<file path="src/hw/rtl/counting_semaphore_table_assert.svh">
// Assertion macros used by the semaphore table top level.
`ifndef COUNTING_SEMAPHORE_TABLE_ASSERT_SVH
`define COUNTING_SEMAPHORE_TABLE_ASSERT_SVH

// Same-cycle implication, disabled while reset is asserted.
`define CSEM_ASSERT_NOW(label, clk, rst_n, ante, cons) \
  label: assert property (@(posedge clk) disable iff (!rst_n) (ante) |-> (cons)) \
    else $error("Semaphore table assertion failed.");

// Next-cycle implication, disabled while reset is asserted.
`define CSEM_ASSERT_NEXT(label, clk, rst_n, ante, cons) \
  label: assert property (@(posedge clk) disable iff (!rst_n) (ante) |=> (cons)) \
    else $error("Semaphore table assertion failed.");

`endif

</file>
<file path="src/hw/rtl/csem_pkg.sv">
// Types, constants and codes of the counting semaphore table.
`timescale 1ns / 1ps
package csem_pkg;

  localparam int NUM_RESOURCES_DEF = 16;
  localparam int NUM_WAITERS_DEF   = 16;
  localparam int COUNT_BITS_DEF    = 8;
  localparam int TASK_BITS_DEF     = 8;

  localparam int RES_ID_W  = 4;
  localparam int TASK_ID_W = 8;
  localparam int COUNT_W   = 8;

  localparam logic ACT_WAIT   = 1'b0;
  localparam logic ACT_SIGNAL = 1'b1;

  localparam logic [COUNT_W-1:0] NEW_COUNT_RESET = 8'd1;

  typedef struct packed {
    logic                 action;
    logic [TASK_ID_W-1:0] task_id;
    logic [RES_ID_W-1:0]  resource_id;
  } in_item_t;

  typedef struct packed {
    logic                 verdict;
    logic                 woke_valid;
    logic [TASK_ID_W-1:0] woke_task_id;
    logic                 queue_full;
    logic [COUNT_W-1:0]   count_after;
  } out_item_t;

  typedef enum logic {
    ST_IDLE,
    ST_EXEC
  } csem_state_t;

  typedef struct packed {
    logic capture;
    logic exec;
  } csem_cmd_t;

endpackage

</file>
<file path="src/hw/rtl/csem_ctrl.sv">
// Controller state machine that sequences one transaction at a time.
`timescale 1ns / 1ps
module csem_ctrl
  import csem_pkg::*;
(
  input  logic      clk,
  input  logic      rst_n,
  input  logic      in_valid,
  output logic      in_ready,
  output logic      out_valid,
  input  logic      out_ready,
  output csem_cmd_t cmd
);

  csem_state_t state_r, state_nxt;
  logic        out_valid_r, out_valid_nxt;

  always_ff @(posedge clk) begin
    if (!rst_n) begin
      state_r     <= ST_IDLE;
      out_valid_r <= 1'b0;
    end else begin
      state_r     <= state_nxt;
      out_valid_r <= out_valid_nxt;
    end
  end

  always_comb begin
    state_nxt     = state_r;
    out_valid_nxt = out_valid_r && !out_ready;
    in_ready      = 1'b0;
    cmd           = '0;
    unique case (state_r)
      ST_IDLE: begin
        in_ready = 1'b1;
        if (in_valid) begin
          cmd.capture = 1'b1;
          state_nxt   = ST_EXEC;
        end
      end
      ST_EXEC: begin
        if (!out_valid_r || out_ready) begin
          cmd.exec      = 1'b1;
          out_valid_nxt = 1'b1;
          state_nxt     = ST_IDLE;
        end
      end
      default: begin
        state_nxt = ST_IDLE;
      end
    endcase
  end

  assign out_valid = out_valid_r;

endmodule

</file>
<file path="src/hw/rtl/csem_dpath.sv">
// Datapath: count memory, created flags, ordered waiter list and result register.
`timescale 1ns / 1ps
module csem_dpath
  import csem_pkg::*;
#(
  parameter int NUM_RESOURCES = NUM_RESOURCES_DEF,
  parameter int NUM_WAITERS   = NUM_WAITERS_DEF,
  parameter int COUNT_BITS    = COUNT_BITS_DEF,
  parameter int TASK_BITS     = TASK_BITS_DEF
) (
  input  logic               clk,
  input  logic               rst_n,
  input  csem_cmd_t          cmd,
  input  in_item_t           in_data,
  input  logic               cfg_we,
  input  logic [COUNT_W-1:0] cfg_wdata,
  output out_item_t          out_data
);

  localparam int RW   = (NUM_RESOURCES > 1) ? $clog2(NUM_RESOURCES) : 1;
  localparam int WIW  = $clog2(NUM_WAITERS);
  localparam int FW   = $clog2(NUM_WAITERS + 1);
  localparam int CW   = COUNT_BITS;
  localparam int CMW  = (CW > COUNT_W) ? CW : COUNT_W;
  localparam int NIDS = 2 ** RES_ID_W;
  localparam logic [CW-1:0] COUNT_MAX = '1;
  localparam logic [FW-1:0] FILL_MAX  = FW'(NUM_WAITERS);

  logic [COUNT_W-1:0]       new_count_r;
  in_item_t                 item_r;
  logic [RW-1:0]            idx_r;
  logic [CW-1:0]            rd_data_r;
  logic [CW-1:0]            cnt_mem [NUM_RESOURCES];
  logic [NUM_RESOURCES-1:0] known_r;
  logic [TASK_BITS-1:0]     wtask_r [NUM_WAITERS];
  logic [RW-1:0]            wres_r  [NUM_WAITERS];
  logic [FW-1:0]            fill_r;
  out_item_t                out_r;

  logic [RW-1:0]          mod_tbl [NIDS];
  logic [RW-1:0]          in_idx;
  logic [CW-1:0]          init_cnt, cur_cnt, new_cnt;
  logic [NUM_WAITERS-1:0] match, hot, ge_mask;
  logic                   hit, list_full, push, pop;
  logic                   verdict, queue_full;
  logic [TASK_BITS-1:0]   woke_task;
  logic [TASK_BITS-1:0]   item_task;
  logic [WIW-1:0]         tail;

  for (genvar g = 0; g < NIDS; g++) begin : g_mod
    localparam int MV = g % NUM_RESOURCES;
    assign mod_tbl[g] = RW'(MV);
  end

  assign in_idx = mod_tbl[in_data.resource_id];

  always_ff @(posedge clk) begin
    if (!rst_n) begin
      new_count_r <= NEW_COUNT_RESET;
    end else if (cfg_we) begin
      new_count_r <= cfg_wdata;
    end
  end

  always_ff @(posedge clk) begin
    if (cmd.capture) begin
      item_r    <= in_data;
      idx_r     <= in_idx;
      rd_data_r <= cnt_mem[in_idx];
    end
    if (cmd.exec) begin
      cnt_mem[idx_r] <= new_cnt;
    end
  end

  always_ff @(posedge clk) begin
    if (!rst_n) begin
      known_r <= '0;
      fill_r  <= '0;
    end else if (cmd.exec) begin
      known_r[idx_r] <= 1'b1;
      if (push) begin
        fill_r <= fill_r + FW'(1);
      end else if (pop) begin
        fill_r <= fill_r - FW'(1);
      end
    end
  end

  assign init_cnt = (CMW'(new_count_r) > CMW'(COUNT_MAX)) ? COUNT_MAX : CW'(new_count_r);
  assign cur_cnt  = known_r[idx_r] ? rd_data_r : init_cnt;

  for (genvar g = 0; g < NUM_WAITERS; g++) begin : g_match
    assign match[g] = (FW'(g) < fill_r) && (wres_r[g] == idx_r);
  end

  assign hot       = match & ~(match - NUM_WAITERS'(1));
  assign ge_mask   = ~(hot - NUM_WAITERS'(1));
  assign hit       = |match;
  assign list_full = (fill_r == FILL_MAX);
  assign tail      = fill_r[WIW-1:0];
  assign item_task = TASK_BITS'(item_r.task_id);

  always_comb begin
    woke_task = '0;
    for (int i = 0; i < NUM_WAITERS; i++) begin
      woke_task = woke_task | (hot[i] ? wtask_r[i] : '0);
    end
  end

  always_comb begin
    new_cnt    = cur_cnt;
    verdict    = 1'b0;
    queue_full = 1'b0;
    push       = 1'b0;
    pop        = 1'b0;
    if (item_r.action == ACT_WAIT) begin
      if (cur_cnt != '0) begin
        new_cnt = cur_cnt - CW'(1);
      end else begin
        verdict = 1'b1;
        if (list_full) begin
          queue_full = 1'b1;
        end else begin
          push = 1'b1;
        end
      end
    end else begin
      if (hit) begin
        pop = 1'b1;
      end else if (cur_cnt != COUNT_MAX) begin
        new_cnt = cur_cnt + CW'(1);
      end
    end
  end

  for (genvar g = 0; g < NUM_WAITERS; g++) begin : g_entry
    always_ff @(posedge clk) begin
      if (cmd.exec) begin
        if (push && (tail == WIW'(g))) begin
          wtask_r[g] <= item_task;
          wres_r[g]  <= idx_r;
        end else if (pop && ge_mask[g]) begin
          if (g < NUM_WAITERS - 1) begin
            wtask_r[g] <= wtask_r[(g + 1) % NUM_WAITERS];
            wres_r[g]  <= wres_r[(g + 1) % NUM_WAITERS];
          end
        end
      end
    end
  end

  always_ff @(posedge clk) begin
    if (cmd.exec) begin
      out_r.verdict      <= verdict;
      out_r.woke_valid   <= pop;
      out_r.woke_task_id <= pop ? TASK_ID_W'(woke_task) : '0;
      out_r.queue_full   <= queue_full;
      out_r.count_after  <= COUNT_W'(new_cnt);
    end
  end

  assign out_data = out_r;

endmodule

</file>
<file path="src/hw/rtl/counting_semaphore_table.sv">
// Top level of the counting semaphore table with a shared ordered wait queue.
// Each accepted wait or signal transaction returns exactly one result. The block
// works on one transaction at a time: a capture step reads the resource count
// memory, and an execute step searches the waiter list, updates count and list,
// and loads the result register. A finished result waits in the output register
// while the next transaction is accepted; a new result is loaded only after the
// previous one has been taken. New resources start with the count held in the
// configuration register (reset value 1), saturated to the count width.
`timescale 1ns / 1ps
module counting_semaphore_table
  import csem_pkg::*;
#(
  parameter int NUM_RESOURCES = NUM_RESOURCES_DEF,
  parameter int NUM_WAITERS   = NUM_WAITERS_DEF,
  parameter int COUNT_BITS    = COUNT_BITS_DEF,
  parameter int TASK_BITS     = TASK_BITS_DEF
) (
  input  logic               clk,
  input  logic               rst_n,
  input  logic               in_valid,
  output logic               in_ready,
  input  in_item_t           in_data,
  output logic               out_valid,
  input  logic               out_ready,
  output out_item_t          out_data,
  input  logic               cfg_we,
  input  logic [COUNT_W-1:0] cfg_wdata
);

`include "counting_semaphore_table_assert.svh"

  csem_cmd_t cmd;

  csem_ctrl u_ctrl (
    .clk       (clk),
    .rst_n     (rst_n),
    .in_valid  (in_valid),
    .in_ready  (in_ready),
    .out_valid (out_valid),
    .out_ready (out_ready),
    .cmd       (cmd)
  );

  csem_dpath #(
    .NUM_RESOURCES (NUM_RESOURCES),
    .NUM_WAITERS   (NUM_WAITERS),
    .COUNT_BITS    (COUNT_BITS),
    .TASK_BITS     (TASK_BITS)
  ) u_dpath (
    .clk       (clk),
    .rst_n     (rst_n),
    .cmd       (cmd),
    .in_data   (in_data),
    .cfg_we    (cfg_we),
    .cfg_wdata (cfg_wdata),
    .out_data  (out_data)
  );

  `CSEM_ASSERT_NEXT(a_busy_after_accept, clk, rst_n, in_valid && in_ready, !in_ready)
  `CSEM_ASSERT_NOW(a_no_result_overwrite, clk, rst_n, cmd.exec, !out_valid || out_ready)
  `CSEM_ASSERT_NEXT(a_result_after_exec, clk, rst_n, cmd.exec, out_valid && in_ready)

endmodule

</file>
<file path="config.mk">
export PLATFORM = sky130hd
export DESIGN_NAME = counting_semaphore_table
export DESIGN_NICKNAME = d
export VERILOG_FILES = /design/src/hw/rtl/csem_pkg.sv /design/src/hw/rtl/csem_ctrl.sv /design/src/hw/rtl/csem_dpath.sv /design/src/hw/rtl/counting_semaphore_table.sv
export VERILOG_INCLUDE_DIRS = /design/src /design/src/hw/rtl
export SDC_FILE = /design/constraint.sdc
export NUM_CORES = 1
export LEC_CHECK = 0
export BUFFER_PORTS_ARGS = -buffer_cell sky130_fd_sc_hd__buf_2
export CAP_MARGIN = 20
export CORE_MARGIN = 1.5
export CORE_UTILIZATION = 35
export DETAILED_ROUTE_END_ITERATION = 6
export PLACE_DENSITY = 0.51
export SLEW_MARGIN = 30
export SYNTH_ARGS = -nofsm -noshare
export SYNTH_HDL_FRONTEND = slang
export SYNTH_SLANG_ARGS = --single-unit
</file>
<file path="constraint.sdc">
create_clock -name clk -period 4.7 [get_ports clk]
set_input_delay 0.47 -clock clk [delete_from_list [all_inputs] [get_ports clk]]
set_output_delay 0.47 -clock clk [all_outputs]
set_load 0.005 [all_outputs]
</file>
==> flow_metrics.tcl <==
set metrics [dict create \
    worst_ep_arrival_time_ps 4680 \
    finalMaxSlewViolations 0 \
    via_per_inst 5.41 \
    power.density_nw_per_um2 376 \
    wl_mm 49.3 \
    yosys_warnings 0 \
    hold_path_class "in -> reg" \
    cts_max_level 2 \
    synth-adder-area-share_pct 0.474 \
    yosys.area.top_type "edfxtp_1" \
    start_util_pct 35.3 \
    antenna_found_initial 1 \
    wl_per_cell_um 24.0 \
    core_um2 52300 \
    synth-main-ff-cell "edfxtp_1" \
    finClkSkew_ps 27.3 \
    synth_area_leaders "edfxtp_1, mux2_2, mux4_2" \
    clk_pin_slew_worst_paths_ps 60 \
    synth_seq_area_share_pct 61.8 \
    finalCriticalPeriod_ps 4400 \
    root_buffer "clkbuf_16" \
    gp_congestion 0.889 \
    max_freq_mhz 227 \
    clkPwrFrac_pct 45.2 \
    seq_area_um2 11400 \
    cts_tree "built" \
    yosysTopAreaCellShare_pct 58.5 \
    num_vias 11100 \
    final_core_util_pct 40.7 \
    synth.area.mux_share_pct 18.0 \
    std_cell_rows 84 \
    synth_top_family_by_area "multiplexers" \
    drcViolationCount 0 \
    max_slew_margin_pct 38.2 \
    drive_gt1_share_pct 26.3 \
    clock-sinks 391 \
    synth-xor-area-share_pct 3.65 \
    grt_pass1_wl_mm 73.6 \
    grt_pass1_vias 11000 \
    rsz0062_at_grt "false" \
    worstPathMaxFanout 12 \
    dieArea_um2 54200 \
    overflow 0 \
    ys_seq_elements 391 \
    cts-buffers-inserted 45 \
    drt_iter0_markers 980 \
    crit_required_ps 4980 \
    synth_cells 1249 \
    end_kind "flop" \
    dp_hpwl_mm 33.5 \
    maxCapViolations 0 \
    power.internal_mw 6.24 \
    grt_max_degree 37 \
    synthSimpleGateAreaFrac_pct 7.42 \
    combinationalPowerShare_pct 5.5 \
    synth_compound_area_share_pct 6.27 \
    fin_crit_sh_pct 93.6 \
    drtPass1Iterations 6 \
    synth_edf_count 360 \
    dp.cells 1970 \
    worst_pin_slew_ps 927 \
    peakVddDrop_mv 0.258 \
    hold_viol 0 \
    multiInputGateArea_um2 6680 \
    n_fill_cell 4806 \
    status "completed" \
    ios 47 \
    synth_cell_type_count 72 \
    layout.nets 1363 \
    grt_util_all_layers_pct 18.4 \
    p_switching_mw 1.76 \
    tns_ps 0 \
    cts_buffer_depth 3 \
    synth_area_um2 18500 \
    crit_type "reg -> reg" \
    fin_cells 2052 \
    ctsHoldBuffers 0 \
    async_flop_share_pct 0 \
    diodes 0 \
    area_growth_pct 15.2 \
    setup_viol 0 \
    postRouteAntennaNets 0 \
    syn_nets 1282 \
    clock_latency_ps 590 \
    die_y_um 233 \
    seqPwrFrac_pct 49.2 \
    swShare_pct 22.0 \
    synth_area_per_cell_um2 14.8 \
    p_leak_nw 7.21 \
    port_buffers 46 \
    crit_path_start_kind "flop" \
    fp.dieW_um 233 \
]
-- cell type report --
class / count / area share, %
Clock inverter: 27 / 1.47
Inverter: 20 / 0.352
Multi-Input combinational cell: 760 / 31.3
Clock buffer: 54 / 5.69
Tap cell: 688 / 4.04
Timing Repair Buffer: 112 / 3.45
Sequential cell: 391 / 53.7
-- worst max-delay path, stage by stage (launching register included) --
cell,delay [ps]
edfxtp_1,500
mux4_2,550
mux2i_1,240
mux2i_4,140
nand2_1,90
nand2_1,90
inv_1,130
ha_1,220
nor3b_1,320
nand2b_1,120
nor4_1,210
mux2i_1,200
or3_1,510
nor3_1,240
buf_4,190
and2_1,130
buf_4,220
-- sequential cells by signal (all words and copies together), names as in the netlist, 4 cells and up --
signal,flops
u_dpath.out_data,19
u_dpath.idx_r,4
u_dpath.known_r,16
u_dpath.new_count_r,8
u_dpath.rd_data_r,8
u_dpath.fill_r,5
u_dpath.wres_r,64
u_dpath.item_task,8
u_dpath.wtask_r,128
u_dpath.cnt_mem,128
-- cells in the mapped netlist, types with 3 or more instances --
library cell / number
o31a_1: 3
a221oi_1: 7
mux4_2: 44
clkbuf_1: 42
nand3_1: 19
ha_1: 7
dfxtp_1: 31
a21oi_2: 3
nor2_2: 6
nand4_1: 17
buf_6: 3
o211ai_1: 3
o21ai_0: 20
nor2_1: 66
or2_2: 3
mux2_2: 88
xor2_1: 31
a21oi_1: 20
nand2b_1: 7
and3_1: 11
xnor2_1: 46
mux2i_1: 26
a31oi_1: 16
nand4b_1: 4
or4_1: 4
a211oi_1: 5
o32ai_1: 3
a22oi_1: 20
mux2_4: 10
nor3_1: 19
or3_1: 7
nor3b_1: 3
nor2b_1: 8
nor4_1: 10
buf_1: 8
nand2_1: 55
o21a_1: 18
buf_2: 17
mux2_1: 81
inv_1: 20
a22o_1: 10
buf_4: 8
edfxtp_1: 360
and2_1: 10
a21o_1: 16
-- through the flow --
step / setup slack [ps] / total power, mW / instance area [um^2] / hold WS, ps
finish: 303 / 8.00 / 21300 / 62.2
CTS: 43.6 / 8.10 / 21300 / 30.1
global route: 2.07 / 8.27 / 21300 / 28.5
global placement: 208 / 4.45 / 19700 / 442
floorplan: 145 / 4.27 / 18500 / 421
detailed placement: 92.5 / 4.46 / 19800 / 452
-- cells by family (layout without fill, tap and decap cells) --
logic type | count (synthesis) | after routing
AND/OR/NAND/NOR | 264 | 264
flip-flops | 391 | 391
XOR/XNOR | 77 | 77
adder cells (fa/ha/maj) | 7 | 7
multiplexers | 250 | 250
AO/OA/AOI/OAI | 162 | 162
buffers and inverters | 98 | 213
-- placed cells by master, fill, tap and decap left out, types with 9 or more instances in the layout --
cell type    n
a21o_1      14
a21oi_1     20
a22o_1      10
a22oi_1     20
a31oi_1     16
and2_1      10
and3_1      11
buf_2       47
buf_4       64
clkbuf_16   47
clkinv_2    10
dfxtp_1     31
edfxtp_1   360
inv_1       20
mux2_1      81
mux2_2      88
mux2_4      10
mux2i_1     26
mux4_2      44
nand2_1     55
nand3_1     19
nand4_1     17
nor2_1      59
nor2_2      13
nor3_1      18
nor4_1       9
o21a_1      18
o21ai_0     20
xnor2_1     46
xor2_1      31
-- final timing paths --
| check | start | end | slack (ps) | depth (start not counted) |
|---|---|---|---|---|
| worst max-delay path | u_dpath.idx_r[2] | u_dpath.wtask_r[1][63] | 300 | 16 |
| worst min-delay path | in_data[6] | u_dpath.item_task[2] | 60 | 1 |
| worst max register to register | u_dpath.idx_r[2] | u_dpath.wtask_r[1][63] | 300 | 16 |
| worst min register to register | u_dpath.known_r[6] | u_dpath.known_r[6] | 470 | 1 |
-- metal layers --
layer	track usage (%)	vias up	part of all wire, %	wire length (um)
met2	29.1	269	47	23000
met4	5.40	2	2.6	1270
met1	26.0	5710	46	22800
met5	0	-	0.022	11
li1	-	5024	-	-
met3	3.04	88	4.5	2220
-- power by group through the flow --
| stage | registers [mW] | clock network (mW) | logic [mW] |
|---|---|---|---|
| global placement | 4.01 | 0 | 0.437 |
| finish | 3.94 | 3.62 | 0.444 |
| CTS | 3.94 | 3.71 | 0.448 |
| global route | 3.94 | 3.85 | 0.484 |
| detailed placement | 4.01 | 0 | 0.445 |
| floorplan | 3.97 | 0 | 0.300 |
-- what timing repair did --
action,in CTS,in global routing
hold endpoints to repair,0,0
setup buffers,0,1
gates resized for setup,0,3
setup endpoints to repair,0,35
No activity file was read; power rests on OpenSTA's default activity.
